$ cat config.mk
export PLATFORM = sky130hd
export DESIGN_NAME = lru_page_replacement_top
export DESIGN_NICKNAME = d
export VERILOG_FILES = /design/src/hdl/lrp_pkg.sv /design/src/hdl/lrp_ctrl.sv /design/src/hdl/lrp_datapath.sv /design/src/hdl/lru_page_replacement_top.sv
export SDC_FILE = /design/constraint.sdc
export NUM_CORES = 1
export LEC_CHECK = 0
export ABC_AREA = 1
export ABC_CLOCK_PERIOD_IN_PS = 13100
export BUFFER_PORTS_ARGS = -buffer_cell sky130_fd_sc_hd__clkbuf_2
export CORE_UTILIZATION = 50
export DETAILED_ROUTE_END_ITERATION = 6
export HOLD_SLACK_MARGIN = 0.15
export PLACE_DENSITY = 0.78
export RECOVER_POWER = 100
export SLEW_MARGIN = 40
export SYNTH_ARGS = -nofsm -noshare
export SYNTH_HDL_FRONTEND = slang
export SYNTH_SLANG_ARGS = --single-unit
$ cat constraint.sdc
create_clock -name clk -period 13.1 [get_ports clk]
set_input_delay 0.655 -clock clk [delete_from_list [all_inputs] [get_ports clk]]
set_output_delay 0.655 -clock clk [all_outputs]
set_load 0.005 [all_outputs]
$ cat src/hdl/lrp_pkg.sv
// Shared constants, types and command struct for the LRU page replacement block.
package lrp_pkg;

    localparam int MAX_FRAMES  = 8;
    localparam int PAGE_BITS   = 20;
    localparam int FAULT_W     = 32;
    localparam int CFG_W       = 4;
    localparam int FRAME_IDX_W = (MAX_FRAMES > 1) ? $clog2(MAX_FRAMES) : 1;
    localparam int RANK_W      = FRAME_IDX_W;
    // Wide enough to hold MAX_FRAMES itself (count of frames, or an "older than all" age).
    localparam int COUNT_W     = $clog2(MAX_FRAMES + 1);
    localparam int AGE_W       = (RANK_W + 1 > COUNT_W) ? RANK_W + 1 : COUNT_W;

    localparam logic [CFG_W-1:0]   CFG_RESET  = CFG_W'(4);
    localparam logic [FAULT_W-1:0] FAULT_MAX  = '1;

    typedef logic [PAGE_BITS-1:0]   page_t;
    typedef logic [FRAME_IDX_W-1:0] frame_idx_t;
    typedef logic [RANK_W-1:0]      rank_t;

    // Controller to datapath commands.
    typedef struct packed {
        logic capture;   // latch page and lookup decision
        logic commit;    // apply recency update, tag write, fault count
    } lrp_cmd_t;

endpackage

$ cat src/hdl/lrp_ctrl.sv
// Controller state machine: accepts a reference, sequences lookup and update.
module lrp_ctrl
(
    input  logic              clk,
    input  logic              rst_n,
    input  logic              start,
    output logic              busy,
    output logic              done,
    output lrp_pkg::lrp_cmd_t cmd
);

    typedef enum logic [1:0]
    {
        ST_IDLE   = 2'b01,
        ST_UPDATE = 2'b10
    } state_t;

    state_t state_reg;
    state_t state_next;
    logic   done_reg;

    always_comb
    begin
        state_next  = state_reg;
        cmd.capture = 1'b0;
        cmd.commit  = 1'b0;
        case (state_reg)
            ST_IDLE:
            begin
                if (start)
                begin
                    cmd.capture = 1'b1;
                    state_next  = ST_UPDATE;
                end
            end
            ST_UPDATE:
            begin
                cmd.commit = 1'b1;
                state_next = ST_IDLE;
            end
            default:
            begin
                state_next = ST_IDLE;
            end
        endcase
    end

    always_ff @(posedge clk or negedge rst_n)
    begin
        if (!rst_n)
        begin
            state_reg <= ST_IDLE;
            done_reg  <= 1'b0;
        end
        else
        begin
            state_reg <= state_next;
            done_reg  <= cmd.commit;
        end
    end

    assign busy = (state_reg != ST_IDLE);
    assign done = done_reg;

endmodule

$ cat src/hdl/lrp_datapath.sv
// Datapath: frame tags, valid bits, recency ranks, lookup/victim logic, fault counter.
module lrp_datapath
(
    input  logic                             clk,
    input  logic                             rst_n,
    input  lrp_pkg::lrp_cmd_t                cmd,
    input  logic                             cfg_wr_en,
    input  logic [lrp_pkg::CFG_W-1:0]        cfg_wr_data,
    input  lrp_pkg::page_t                   page,
    output logic                             hit,
    output lrp_pkg::frame_idx_t              frame_index,
    output logic                             evicted_valid,
    output lrp_pkg::page_t                   evicted_page,
    output logic [lrp_pkg::FAULT_W-1:0]      fault_count
);

    localparam int NF = lrp_pkg::MAX_FRAMES;

    logic [lrp_pkg::CFG_W-1:0]   cfg_reg;
    lrp_pkg::page_t              tag_reg   [NF];
    logic [NF-1:0]               valid_reg;
    lrp_pkg::rank_t              rank_reg  [NF];
    logic [lrp_pkg::FAULT_W-1:0] faults_reg;

    lrp_pkg::page_t              page_reg;
    logic                        hit_reg;
    lrp_pkg::frame_idx_t         target_reg;
    logic                        evict_reg;
    lrp_pkg::page_t              evict_page_reg;

    logic [lrp_pkg::COUNT_W-1:0] eff_cnt;
    logic                        hit_next;
    lrp_pkg::frame_idx_t         target_next;
    logic                        evict_next;
    lrp_pkg::page_t              evict_page_next;

    logic [lrp_pkg::AGE_W-1:0]   old_age;

    // Effective frame count: zero acts as one, above the maximum clamps.
    always_comb
    begin
        if (cfg_reg == '0)
            eff_cnt = lrp_pkg::COUNT_W'(1);
        else if ({{lrp_pkg::COUNT_W{1'b0}}, cfg_reg} > (lrp_pkg::CFG_W + lrp_pkg::COUNT_W)'(NF))
            eff_cnt = lrp_pkg::COUNT_W'(NF);
        else
            eff_cnt = lrp_pkg::COUNT_W'(cfg_reg);
    end

    // Lookup: lowest matching frame, lowest empty frame, oldest frame.
    always_comb
    begin
        logic                act;
        logic                found_hit;
        logic                found_empty;
        logic                found_lru;
        lrp_pkg::frame_idx_t hit_idx;
        lrp_pkg::frame_idx_t empty_idx;
        lrp_pkg::frame_idx_t lru_idx;
        lrp_pkg::rank_t      lru_rank;
        found_hit   = 1'b0;
        found_empty = 1'b0;
        found_lru   = 1'b0;
        hit_idx     = '0;
        empty_idx   = '0;
        lru_idx     = '0;
        lru_rank    = '0;
        for (int i = 0; i < NF; i++)
        begin
            act = (lrp_pkg::COUNT_W'(i) < eff_cnt);
            if (act && valid_reg[i])
            begin
                if (!found_hit && (tag_reg[i] == page))
                begin
                    found_hit = 1'b1;
                    hit_idx   = lrp_pkg::FRAME_IDX_W'(i);
                end
                if (!found_lru || (rank_reg[i] > lru_rank))
                begin
                    found_lru = 1'b1;
                    lru_rank  = rank_reg[i];
                    lru_idx   = lrp_pkg::FRAME_IDX_W'(i);
                end
            end
            else if (act && !found_empty)
            begin
                found_empty = 1'b1;
                empty_idx   = lrp_pkg::FRAME_IDX_W'(i);
            end
        end

        hit_next        = found_hit;
        evict_next      = 1'b0;
        evict_page_next = '0;
        if (found_hit)
            target_next = hit_idx;
        else if (found_empty)
            target_next = empty_idx;
        else
        begin
            target_next     = lru_idx;
            evict_next      = 1'b1;
            evict_page_next = tag_reg[lru_idx];
        end
    end

    // Age of the touched frame; an empty frame counts as older than all.
    assign old_age = valid_reg[target_reg] ? lrp_pkg::AGE_W'(rank_reg[target_reg])
                                           : lrp_pkg::AGE_W'(NF);

    always_ff @(posedge clk or negedge rst_n)
    begin
        if (!rst_n)
            cfg_reg <= lrp_pkg::CFG_RESET;
        else if (cfg_wr_en)
            cfg_reg <= cfg_wr_data;
    end

    always_ff @(posedge clk or negedge rst_n)
    begin
        if (!rst_n)
        begin
            valid_reg  <= '0;
            faults_reg <= '0;
            for (int i = 0; i < NF; i++)
                rank_reg[i] <= '0;
        end
        else if (cmd.commit)
        begin
            for (int i = 0; i < NF; i++)
            begin
                if (lrp_pkg::FRAME_IDX_W'(i) == target_reg)
                    rank_reg[i] <= '0;
                else if (valid_reg[i] && (lrp_pkg::AGE_W'(rank_reg[i]) < old_age))
                    rank_reg[i] <= rank_reg[i] + lrp_pkg::RANK_W'(1);
            end
            valid_reg[target_reg] <= 1'b1;
            if (!hit_reg && (faults_reg != lrp_pkg::FAULT_MAX))
                faults_reg <= faults_reg + lrp_pkg::FAULT_W'(1);
        end
    end

    // Tags have no reset; only read when the valid bit is set.
    always_ff @(posedge clk)
    begin
        if (cmd.commit)
            tag_reg[target_reg] <= page_reg;
    end

    // Decision registers double as the result registers.
    always_ff @(posedge clk)
    begin
        if (cmd.capture)
        begin
            page_reg       <= page;
            hit_reg        <= hit_next;
            target_reg     <= target_next;
            evict_reg      <= evict_next;
            evict_page_reg <= evict_page_next;
        end
    end

    assign hit           = hit_reg;
    assign frame_index   = target_reg;
    assign evicted_valid = evict_reg;
    assign evicted_page  = evict_page_reg;
    assign fault_count   = faults_reg;

    a_touch_mru: assert property (@(posedge clk) disable iff (!rst_n)
        cmd.commit |=> valid_reg[$past(target_reg)] && (rank_reg[$past(target_reg)] == '0))
        else $error("touched frame not valid and most recent");

    a_fault_inc: assert property (@(posedge clk) disable iff (!rst_n)
        (cmd.commit && !hit_reg) |=>
            (faults_reg == $past(faults_reg) + lrp_pkg::FAULT_W'(1)) ||
            ($past(faults_reg) == lrp_pkg::FAULT_MAX))
        else $error("fault counter did not advance on a miss");

    a_hit_no_fault: assert property (@(posedge clk) disable iff (!rst_n)
        (cmd.commit && hit_reg) |=> $stable(faults_reg))
        else $error("fault counter moved on a hit");

    a_evict_on_miss: assert property (@(posedge clk) disable iff (!rst_n)
        cmd.commit && evict_reg |-> !hit_reg && (valid_reg == '1 || eff_cnt != lrp_pkg::COUNT_W'(NF)))
        else $error("eviction with a hit or an empty frame available");

endmodule

$ cat src/hdl/lru_page_replacement_top.sv
// Top level of the fully associative LRU page replacement block.
//
//  channel   | handshake              | payload
//  ----------+------------------------+---------------------------------------------
//  reference | start, busy            | page
//  result    | done (1-cycle strobe)  | hit, frame_index, evicted_valid,
//            |                        | evicted_page, fault_count
//  config    | cfg_wr_en              | cfg_wr_data (frames_in_use)
//
//  A reference transfers at a clock edge with start high and busy low.
//  For each reference, the accept cycle runs the parallel tag
//  compare and victim pick against the stored frames, the update state
//  applies the recency update, tag write and fault count; done pulses in
//  the following cycle, which is also the earliest cycle a new reference
//  transfers, so no new reference is taken while one is in flight.
//  Reset (rst_n low, asynchronous) clears valid bits, ranks, fault count and
//  sets frames_in_use to 4. No clearing pass is needed.
//  Results cannot be stalled; each one is valid in the done cycle and holds until the next reference is accepted.
module lru_page_replacement_top
(
    input  logic                        clk,
    input  logic                        rst_n,
    // reference channel
    input  logic                        start,
    output logic                        busy,
    input  logic [lrp_pkg::PAGE_BITS-1:0] page,
    // result channel
    output logic                        done,
    output logic                        hit,
    output logic [lrp_pkg::FRAME_IDX_W-1:0] frame_index,
    output logic                        evicted_valid,
    output logic [lrp_pkg::PAGE_BITS-1:0] evicted_page,
    output logic [lrp_pkg::FAULT_W-1:0] fault_count,
    // frames_in_use register write
    input  logic                        cfg_wr_en,
    input  logic [lrp_pkg::CFG_W-1:0]   cfg_wr_data
);

    // Command bus from the sequencer to the datapath.
    lrp_pkg::lrp_cmd_t cmd;

    // Two-state sequencer: idle/lookup, then update.
    lrp_ctrl u_ctrl
    (
        .clk   (clk),
        .rst_n (rst_n),
        .start (start),
        .busy  (busy),
        .done  (done),
        .cmd   (cmd)
    );

    // Frame store, lookup, recency ranks and fault counter.
    lrp_datapath u_datapath
    (
        .clk           (clk),
        .rst_n         (rst_n),
        .cmd           (cmd),
        .cfg_wr_en     (cfg_wr_en),
        .cfg_wr_data   (cfg_wr_data),
        .page          (page),
        .hit           (hit),
        .frame_index   (frame_index),
        .evicted_valid (evicted_valid),
        .evicted_page  (evicted_page),
        .fault_count   (fault_count)
    );

endmodule
Yosys cells after proc, flatten, opt, wreduce, memory -nomap -nowiden
Memories as Yosys holds them, arrays and structs flattened. A register that Yosys moved wholly into a read port is not among the register bits.
Index checks and enable logic that the tools add are counted.
- bits in registers: 96
- memory bits (writable): 160
- bits of input ports: 28
- output and inout bits: 59
- memories: 1
- add/sub/neg operators: 9
- order comparisons: 27
- equal/unequal tests: 20
- mux-type cells: 136
- bitwise operators: 2
- reductions and logical operators: 81
- memory list (name ; words ; bits a word ; read ports ; clocked after memory_dff ; wr ports ; line ; RTL):
    u_datapath.tag_reg ; 8 ; 20 ; 9 ; 1 ; 1 ; lrp_datapath.sv:20 ; lrp_pkg::page_t tag_reg [NF];
- operators by type and width (cell ; count):
    3-bit 2-to-1 mux ; 72
    20-bit == test ; 8
    1-bit 2-to-1 mux ; 56
    32-bit by 1-bit adder with 32-bit output, second input constant ; 1
    1-bit logical AND ; 32
    3-bit by 4-bit less-than comparator with 1-bit output ; 8
    32-bit != test, second input constant ; 1
    3-bit by 1-bit adder with 3-bit output, second input constant ; 8
    1-bit logical NOT ; 22
    3-bit greater-than comparator ; 7
    2-bit AND reduction ; 9
    3-bit by 4-bit less-than comparator with 1-bit output, first input constant ; 4
    2-bit nonzero test ; 8
    3-bit == test, first input constant ; 4
    4-bit 2-to-1 mux ; 3
    3-bit binary-select mux with 3-bit select ; 1
    1-bit by 4-bit less-than comparator with 1-bit output, first input constant ; 2
    2-bit by 4-bit less-than comparator with 1-bit output, first input constant ; 2
    8-bit bitwise OR ; 1
    1-bit logical OR ; 7
    2-bit by 3-bit == test with 1-bit output, first input constant ; 2
    4-bit >= comparator, second input constant ; 1
    4-bit greater-than comparator, second input constant ; 1
    4-bit logical NOT ; 1
    other kinds (13) ; 14

Depth between registers and ports, before layout
Gate-level depths: netlist of the first run.
- depth after elaboration: 36
- gate-level depth with buffers: 68
- mapped depth without buffers: 66

Modules after synthesis
A second synthesis of the first run with hierarchy kept.
- cell total of the unflattened synthesis: 1831
- area, all modules: 15731.3 um2
- by module, submodules not included (module ; times used ; cells an instance ; area each (um2)):
    lrp_datapath ; 1 ; 1821 ; 15625.0
    lrp_ctrl ; 1 ; 10 ; 106.4

Worst setup path after synthesis of the first run
No wires, ideal clock.
- kind: reg2reg
- from: register u_datapath.valid_reg[0]
- to: register u_datapath.evict_page_reg[17] (netlist: u_datapath.evicted_page[17]), read port of u_datapath.tag_reg, data pin
- setup time: 0.253 ns
- data arrival time: 7.316 ns
- data required time: 12.847 ns
- path slack: 5.532 ns
- cell stages (with the launch flop): 64
- path buffers: 2
- clock period less this slack: 7.568 ns
- cell sequence: dfrtp_1 buf_2 nand2_1 ha_1 a21oi_1 nand2_1 nand2_1 nand2_1 nand2_1 nand2_1 o21ai_0 ha_1 a21oi_1 nand2_1 nand2_1 nand2_1 nand2_2 o21ai_0 [28 not listed] nand2_1 nand2_1 nand2_2 inv_1 nand2_1 nand2_1 ha_1 a21oi_1 o21ai_0 nand2_1 nand2_1 nand2_4 clkbuf_1 nand3_1 nand3_1 nand2_1 nor2_1 nor2_1
- word-level cells in the longest chain between the ends: 31
- elaborated cells between the ends (all ways): 121
- those cells by class: 7 x order compare; 70 x mux; 44 x reduce/logical
- ends and longest elaborated chain (element ; line ; RTL):
    from (decl) ; lrp_datapath.sv:21 ; logic [NF-1:0] valid_reg;
    from (signal assigned) ; lrp_datapath.sv:123 ; valid_reg <= '0;
    from (signal, indexed assignment) ; lrp_datapath.sv:137 ; valid_reg[target_reg] <= 1'b1;
    1-bit logical AND * ; lrp_datapath.sv:71 ; if (act && valid_reg[i])
    branches (longest 30 deep; another with 3-bit greater-than comparator) ; n/a ;
    to (decl) ; lrp_datapath.sv:29 ; lrp_pkg::page_t evict_page_reg;
Every way passes the cells marked *.
A chain may end at the register's enable or synchronous reset.

Worst setup path after layout of the first run
- from: register u_datapath.valid_reg[0]
- to: register u_datapath.evict_page_reg[8] (netlist: u_datapath.evicted_page[8]), read port of u_datapath.tag_reg, data pin
Same word-level chain as after synthesis.

==> results of run 1 <==
-- worst paths after layout --
path | start | endpoint | slack (ns)
setup / recovery | u_datapath.valid_reg[0] | u_datapath.evicted_page[8] | 2.32
hold / removal | cfg_wr_data[1] | u_datapath.cfg_reg[1] | 0.31
setup reg to reg | u_datapath.valid_reg[0] | u_datapath.evicted_page[8] | 2.32
hold reg to reg | u_datapath.fault_count[8] | u_datapath.fault_count[8] | 0.53
max in group asynchronous | rst_n | u_datapath.fault_count[26] | 8.98
min in group asynchronous | rst_n | u_datapath.rank_reg[11] | 1.95
-- power by group --
part           switching, mW  total (mW)  leakage, nW  internal (mW)
Sequential            0.0687        1.07         2.82           1.00
Combinational           1.29        1.82         4.88          0.536
Clock                  0.360       0.862        0.492          0.503
Total                   1.71        3.75         8.20           2.04
-- repair_timing --
| action | CTS | global route |
|---|---|---|
| buffers inserted | 0 | 0 |
| hold buffers | 1 | 0 |
| endpoints found under the hold margin | 69 | 0 |
-- layer usage --
| metal | vias to the layer above | GRT usage, % | wire length, microns |
|---|---|---|---|
| li1 | 6791 | - | - |
| met1 | 6997 | 42.86 | 22360 |
| met2 | 811 | 56.39 | 26340 |
| met3 | 184 | 4.660 | 4756 |
| met4 | 0 | 15.67 | 3137 |
| met5 | - | 0 | 0 |
-- synth_stat cells, drive strengths merged (13+ instances only) --
| library cell | n | area (sq um) |
|---|---|---|
| nor2 | 270 | 1049 |
| xnor2 | 53 | 464.2 |
| a21oi | 13 | 68.82 |
| nand2 | 502 | 1942 |
| nor3 | 41 | 205.2 |
| nand3 | 225 | 1126 |
| nand4 | 57 | 369.1 |
| xor2 | 90 | 788.3 |
| edfxtp | 205 | 6156 |
| o21ai | 63 | 319.1 |
| inv | 265 | 994.7 |
| buf | 56 | 377.9 |
| nor4 | 17 | 106.4 |
| ha | 46 | 575.6 |
| dfrtp | 69 | 1727 |
-- final cells by class --
class / count / area (sq um)
Clock inverter: 14 / 170.2
Clock buffer: 40 / 828.3
Fill cell: 3107 / 14420
Sequential cell: 276 / 7935
Multi-Input combinational cell: 1429 / 7370
Antenna cell: 1 / 2.502
Inverter: 265 / 994.7
Timing Repair Buffer: 102 / 429.2
Tap cell: 442 / 553.0
-- kinds of logic after synthesis --
group	count (synthesis)	synth area share (%)
compound gates	101	3.456
xor+xnor	143	7.487
fa+ha+maj	46	3.441
buf+inv	328	8.362
flops	276	47.43
simple gates	1139	29.82
-- tightest hold or removal path, delay by kind of cell --
kind / cells / cell delay [ns]
AND/OR/NAND/NOR: 1 / 0.05
AO/OA/AOI/OAI: 1 / 0.06
buffers and inverters: 1 / 0.08
==> impl_metrics.tcl, run 1 <==
set metrics [dict create \
    total_power_mw 3.754 \
    final_common_cell "nand2_1" \
    vias_per_cell 5.754 \
    tightest_slew_ns 3.828 \
    drtIter0Drc 1721 \
    drc 0 \
    io_pins 87 \
    cp_data_arrival_time_ns 11.21 \
    gr-usage-all-layers_pct 33.59 \
    violations "capacitance limit, slew limit" \
    cp_num_buf_inv 4 \
    holdWs_ns 0.3088 \
    num_vias 14783 \
    fp-row-count 66 \
    rsz0062_at_grt "false" \
    cts_resized 0 \
    fmax_ghz 0.09280 \
    final_cell_mix "nand2_1 (493), nor2_1 (265), inv_1 (258)" \
    cts.reportedPaths.clkPinSlew_ns 0.06 \
    syn-cell-area_sq_mm 0.01673 \
    fp.dieW_microns 184.9 \
    cts_tree "done" \
    leakage_nw 8.196 \
    postSynthCellCount 2033 \
    dp_cells 2513 \
    yosys_warnings 0 \
    slew_viol_final 224 \
    die_h_microns 184.9 \
    cts_root_buf "clkbuf_16" \
    largest_reg_flops 160 \
    timing.slew.headroom_pct -155.2 \
    endpoint_kind "register" \
    cp_top_family "simple AND/OR/NAND/NOR gates" \
    finalWeightedCongestion 1.047 \
    syn_nets 2107 \
    crit_cells 61 \
    slowest_delay_ns 0.91 \
    maxCapViolations 8 \
    min_path_type "in -> reg" \
    synthDistinctLibCells 43 \
    place_hpwl_mm 42.30 \
    crit_required_ns 13.54 \
    ys_seq_area_share_pct 47.43 \
    grt_start_max_net_pins 83 \
    wire_per_inst_microns 22.03 \
    core_area_sq_mm 0.03270 \
    skew_ns 0.03390 \
    status "complete, but fails checks" \
    slowest_stage "clkbuf_1" \
    initial_core_util_pct 51.16 \
    first_pass_iters 6 \
    worst_slack_ns 2.325 \
    port_buffers 86 \
    synthArstFlopShare_pct 25.72 \
    grt_pass1_vias 14169 \
    setup_tns_ns 0 \
    numCtsBuffers 30 \
    period_share_pct 82.26 \
    totalWireLength_mm 56.59 \
    avgSynthCellArea_sq_um 8.229 \
    dieArea_sq_mm 0.03419 \
    ir_worst_vdd_mv 0.2161 \
    clock_latency_ns 0.60 \
    rr_worst_depth 61 \
    antenna_left 0 \
    drive_above_1_share_pct 4.798 \
    p_per_area_mw_per_mm2 205.4 \
    pre_cts_ws_ns 3.289 \
    final_area_sq_mm 0.01828 \
    crit_top_cell "nand2_1" \
    finalHoldViolCount 0 \
    hold_path_depth 3 \
    grt-ovfl-total 0 \
    fin_cells 2569 \
    startpoint_type "register" \
    grt_pass1_wl_mm 84.98 \
    setup_viol 0 \
    path_max_fanout 63 \
    antenna_found_initial 1 \
    place_area_sq_mm 0.01752 \
    ys_ff_latch 276 \
    h-tree-depth 1 \
    area_growth_pct 9.289 \
    layout_min_cycle_time_ns 10.78 \
    max-clock-path-buffers 3 \
    synth_top_flop_cell "edfxtp_1" \
    cts_sinks 276 \
    fin_util_pct 55.91 \
    synth_edf_count 205 \
    final_nets 2178 \
    crit_type "reg -> reg" \
]
No activity file was read; power rests on OpenSTA's default activity.
==> run 2, diff against run 1 <==
- ABC_CLOCK_PERIOD_IN_PS: 13100 -> 9000
- PLACE_DENSITY: 0.78 -> 0.81
- clock period: 13.1 -> 9 ns (I/O delays scaled with it)
==> impl_metrics.tcl, run 2 (same netlist as run 1, synthesis figures left out) <==
set metrics [dict create \
    fp.dieW_microns 184.9 \
    layout_min_cycle_time_ns 8.229 \
    wire_per_inst_microns 22.77 \
    cp_data_arrival_time_ns 8.56 \
    dieArea_sq_mm 0.03419 \
    fmax_ghz 0.1215 \
    drtIter0Drc 1709 \
    slew_viol_final 224 \
    fp-row-count 66 \
    min_path_type "in -> reg" \
    core_area_sq_mm 0.03270 \
    grt_pass1_wl_mm 86.21 \
    die_h_microns 184.9 \
    tightest_slew_ns 3.984 \
    leakage_nw 8.402 \
    violations "capacitance limit, slew limit" \
    endpoint_kind "register" \
    maxCapViolations 7 \
    path_max_fanout 18 \
    crit_top_cell "nand2_1" \
    diodes 0 \
    finalWeightedCongestion 0.9935 \
    final_common_cell "nand2_1" \
    first_pass_iters 7 \
    clock_latency_ns 0.59 \
    crit_type "reg -> reg" \
    period_share_pct 91.44 \
    slowest_delay_ns 0.40 \
    cts.reportedPaths.clkPinSlew_ns 0.06 \
    gr-usage-all-layers_pct 34.32 \
    grt_start_max_net_pins 72 \
    wl_met1_mm 23.23 \
    timing.slew.headroom_pct -165.6 \
    final_cell_mix "nand2_1 (486), nor2_1 (264), inv_1 (256)" \
    grt_pass1_vias 14335 \
    setup_viol 0 \
    skew_ns 0.03008 \
    place_hpwl_mm 43.06 \
    total_power_mw 6.054 \
    numCtsBuffers 30 \
    setup_tns_ns 0 \
    drc 0 \
    final_nets 2206 \
    dr_wl_met2_mm 27.56 \
    ir_worst_vdd_mv 0.2529 \
    cts_root_buf "clkbuf_16" \
    num_vias 14914 \
    cts_sinks 276 \
    largest_reg_flops 160 \
    startpoint_type "register" \
    port_buffers 86 \
    slowest_stage "dfrtp_2" \
    area_growth_pct 12.28 \
    rsz0062_at_grt "false" \
    io_pins 87 \
    p_per_area_mw_per_mm2 322.3 \
    totalWireLength_mm 59.16 \
    grt-ovfl-total 0 \
    max-clock-path-buffers 3 \
    initial_core_util_pct 51.16 \
    holdWs_ns 0.1846 \
    antenna_found_initial 0 \
    route.met3.wl_mm 5.337 \
    finalHoldViolCount 0 \
    status "complete, but fails checks" \
    antenna_left 0 \
    h-tree-depth 1 \
    crit_required_ns 9.33 \
    cts_tree "done" \
    vias_per_cell 5.741 \
    top_layer "met4" \
    drive_above_1_share_pct 6.401 \
]
## run 2: changes by cell type in the layout (fill, tap and decap cells not counted), moves of 5 or more
cell,before,now
dlygate4sd3_1,1,6
clkbuf_1,79,86
buf_12,0,6
nand2_1,493,486
clkbuf_2,24,19
nand2_2,5,10
buf_4,2,14
o21ai_0,53,41
o21ai_1,9,19
## run 2: routing by layer
| layer | track usage, % | vias up |
|---|---|---|
| met3 | 5.486 | 151 |
| met2 | 56.74 | 835 |
| met1 | 44.01 | 7078 |
| met4 | 16.03 | 0 |
| li1 | - | 6850 |
| met5 | 0 | - |
## run 2: path summary, 6_finish.rpt
kind | from | end | slack (ns) | cells after the start
max in group asynchronous | rst_n | u_datapath.rank_reg[20] | 4.66 | 2
worst max-delay path | u_datapath.valid_reg[0] | u_datapath.evicted_page[16] | 0.77 | 64
min in group asynchronous | rst_n | u_datapath.rank_reg[4] | 1.80 | 2
worst min register to register | u_datapath.fault_count[9] | u_datapath.fault_count[9] | 0.52 | 1
worst max register to register | u_datapath.valid_reg[0] | u_datapath.evicted_page[16] | 0.77 | 64
worst min-delay path | cfg_wr_en | u_datapath.cfg_reg[2] | 0.18 | 2
## run 2: area by class of cell
| type | instances | area (sq um) |
|---|---|---|
| Tap cell | 442 | 553.0 |
| Clock inverter | 16 | 275.3 |
| Sequential cell | 276 | 7938 |
| Inverter | 265 | 1003 |
| Fill cell | 3052 | 13920 |
| Multi-Input combinational cell | 1429 | 7433 |
| Clock buffer | 40 | 788.3 |
| Timing Repair Buffer | 130 | 792.0 |
## run 2: what timing repair did
action                                 in CTS  in global routing
setup endpoints to repair                   0                 23
hold buffers                                6                  0
setup buffers                               0                  9
endpoints found under the hold margin      74                  0
gates resized for setup                     0                 49
## run 2: through the flow
step	area [sq um]	std cells	setup WS [ns]	util (%)
after floorplan	16730	2033	1.432	-
after global placement	17510	2520	0.6628	53.53
after detailed placement	17570	2523	0.2294	53.73
after CTS	18690	2585	0.2222	57.16
after global routing	18780	2598	0.02129	57.44
final	18780	2598	0.7706	57.44
## run 2: critical path, delay by kind of cell (launching register included)
| family | cells | cell delay [ns] |
|---|---|---|
| DFF | 1 | 0.40 |
| adders and majority gates | 7 | 2.21 |
| and+or+nand+nor | 40 | 3.29 |
| AOI/OAI and AO/OA | 13 | 1.47 |
| buffers and inverters | 4 | 0.62 |
## run 2: where the power goes
group	total (mW)	internal (mW)	switching, mW
combinational	3.14	1.06	2.09
clock	1.35	0.817	0.538
sequential	1.55	1.46	0.0967
total	6.05	3.33	2.72
==> run 3, diff against run 2 <==
- ABC_CLOCK_PERIOD_IN_PS: 9000 -> unset
- GPL_TIMING_DRIVEN: unset -> 0
- clock period: 9 -> 7.1 ns (I/O delays scaled with it)
==> impl_metrics.tcl, run 3 (same netlist as run 1, synthesis figures left out) <==
set metrics [dict create \
    grt-ovfl-total 0 \
    period_share_pct 128.2 \
    antenna_left 0 \
    crit_type "reg -> reg" \
    place_area_sq_mm 0.01809 \
    final_nets 2354 \
    drc 50 \
    skew_ns 0.01308 \
    grt_pass1_wl_mm 88.82 \
    cp_data_arrival_time_ns 9.44 \
    leakage_nw 9.342 \
    io_pins 87 \
    core_area_sq_mm 0.03270 \
    num_vias 15961 \
    largest_reg_flops 160 \
    finalHoldViolCount 0 \
    grt_pass1_vias 15283 \
    r2r_end "u_datapath.evicted_page[9]" \
    crit_required_ns 7.44 \
    grt_start_max_net_pins 57 \
    ir_worst_vdd_mv 0.4653 \
    setup_viol 23 \
    maxCapViolations 2 \
    crit_top_cell "nand2_2" \
    drtIter0Drc 2085 \
    fp.dieW_microns 184.9 \
    p_per_area_mw_per_mm2 489.1 \
    nFillCells 2663 \
    worst_slack_ns -2.006 \
    layout_min_cycle_time_ns 9.106 \
    cts_root_buf "clkbuf_16" \
    slowest_stage "dfrtp_1" \
    totalWireLength_mm 63.24 \
    initial_core_util_pct 51.16 \
    rsz0062_at_grt "true" \
    vias_per_cell 5.810 \
    tightest_slew_ns 3.149 \
    final_cell_mix "nand2_1 (423), inv_1 (251), nor2_1 (220)" \
    die_h_microns 184.9 \
    r2r-start "u_datapath.rank_reg[18]" \
    status "complete, but fails checks" \
    cts_sinks 276 \
    total_power_mw 10.28 \
    cts.reportedPaths.clkPinSlew_ns 0.06 \
    fmax_ghz 0.1098 \
    finalWeightedCongestion 1.045 \
    cts_tree "done" \
    area_growth_pct 25.68 \
    place_hpwl_mm 42.50 \
    endpoint_kind "register" \
    h-tree-depth 1 \
    wire_per_inst_microns 23.02 \
    final_area_sq_mm 0.02103 \
    numCtsBuffers 31 \
    endpoint "u_datapath.evicted_page[9]" \
    gr-usage-all-layers_pct 35.23 \
    startpoint "u_datapath.rank_reg[18]" \
    first_pass_iters 7 \
    final_common_cell "nand2_1" \
    slew_viol_final 98 \
    fp-row-count 66 \
    timing.slew.headroom_pct -110.0 \
    min_path_type "in -> async" \
    dieArea_sq_mm 0.03419 \
    path_max_fanout 8 \
    port_buffers 86 \
    violations "DRC, capacitance limit, slew limit, setup timing" \
    max-clock-path-buffers 3 \
    rr_worst_depth 64 \
    slowest_delay_ns 0.48 \
    r2r_setup_slack_ns -2.01 \
    drive_above_1_share_pct 19.37 \
    startpoint_type "register" \
    clock_latency_ns 0.60 \
    antenna_found_initial 2 \
]
[run 3: cell count changes in the layout (fill, tap and decap cells not counted), sizes merged, moves of 2 or more]
cell | before | now
clkbuf | 138 | 150
diode | 0 | 2
dlygate4sd3 | 6 | 34
buf | 26 | 138
clkinvlp | 4 | 2
bufinv | 7 | 2
[run 3: area by class of cell]
class / count / area (sq um) / share of cell area [%]
multi-input cells: 1430 / 8414 / 40.02
flip-flops and latches: 276 / 7938 / 37.75
repair buffers: 213 / 1538 / 7.314
inverters: 265 / 1008 / 4.796
clock buffers: 46 / 872.1 / 4.148
plain buffers: 63 / 580.6 / 2.761
well taps: 442 / 553.0 / 2.630
clock inverters: 10 / 116.4 / 0.5534
diodes: 2 / 5.005 / 0.02380
[run 3: worst max-delay path: cells and delay by family, from the launching register on]
kind,cells,cell delay (ns)
buf+inv,9,1.10
fa+ha+maj,7,1.84
simple gates,37,4.01
compound gates,11,1.35
flops,1,0.48
[run 3: metal layers]
layer	routed length, microns	share of wire [%]	vias up	track usage (%)
met5	0	0	-	0
met2	29960	47	1007	60.32
met4	4248	6.7	0	19.90
met1	22670	36	7522	41.18
met3	6363	10	270	7.078
li1	-	-	7162	-
[run 3: worst min-delay path by stage]
| stage | start | endpoint | slack, ns | cells past startpoint |
|---|---|---|---|---|
| after floorplan | rst_n | u_ctrl.done | 0.06 | 0 |
| after global placement | u_datapath.fault_count[9] | u_datapath.fault_count[9] | 0.51 | 1 |
| after detailed placement | rst_n | u_datapath.rank_reg[14] | 0.22 | 1 |
| after CTS | rst_n | u_datapath.rank_reg[7] | 0.17 | 2 |
| after global routing | page[13] | u_datapath.page_reg[13] | 0.49 | 2 |
| final | rst_n | u_datapath.rank_reg[7] | 0.43 | 2 |
[run 3: repair_timing]
item,CTS,global route
cloned,6,3
setup endpoints to repair,23,23
pin swaps,70,57
setup buffers,75,7
hold endpoints to repair,95,0
gates resized for setup,127,135
hold buffers,34,0
[run 3: stage by stage]
| stage | setup slack [ns] | utilization [%] | setup TNS (ns) | instances | hold slack [ns] |
|---|---|---|---|---|---|
| 5_1_grt | -2.323 | 64.29 | -51.79 | 2746 | 0.4901 |
| 3_5_place_dp | -1.638 | 55.31 | -34.77 | 2567 | 0.2208 |
| 4_1_cts | -0.8312 | 62.78 | -17.66 | 2737 | 0.1696 |
| 6_report | -2.006 | 64.29 | -44.54 | 2747 | 0.4338 |
| 2_1_floorplan | -0.01385 | - | -0.1698 | 2033 | 0.05941 |
| 3_3_place_gp | -1.450 | 54.86 | -30.26 | 2561 | 0.5053 |
[run 3: power by group]
part | switching (mW) | internal, mW | leakage [nW] | total, mW
sequential | 0.158 | 1.85 | 2.82 | 2.00
combinational | 3.89 | 2.80 | 6.04 | 6.69
clock | 0.670 | 0.919 | 0.483 | 1.59
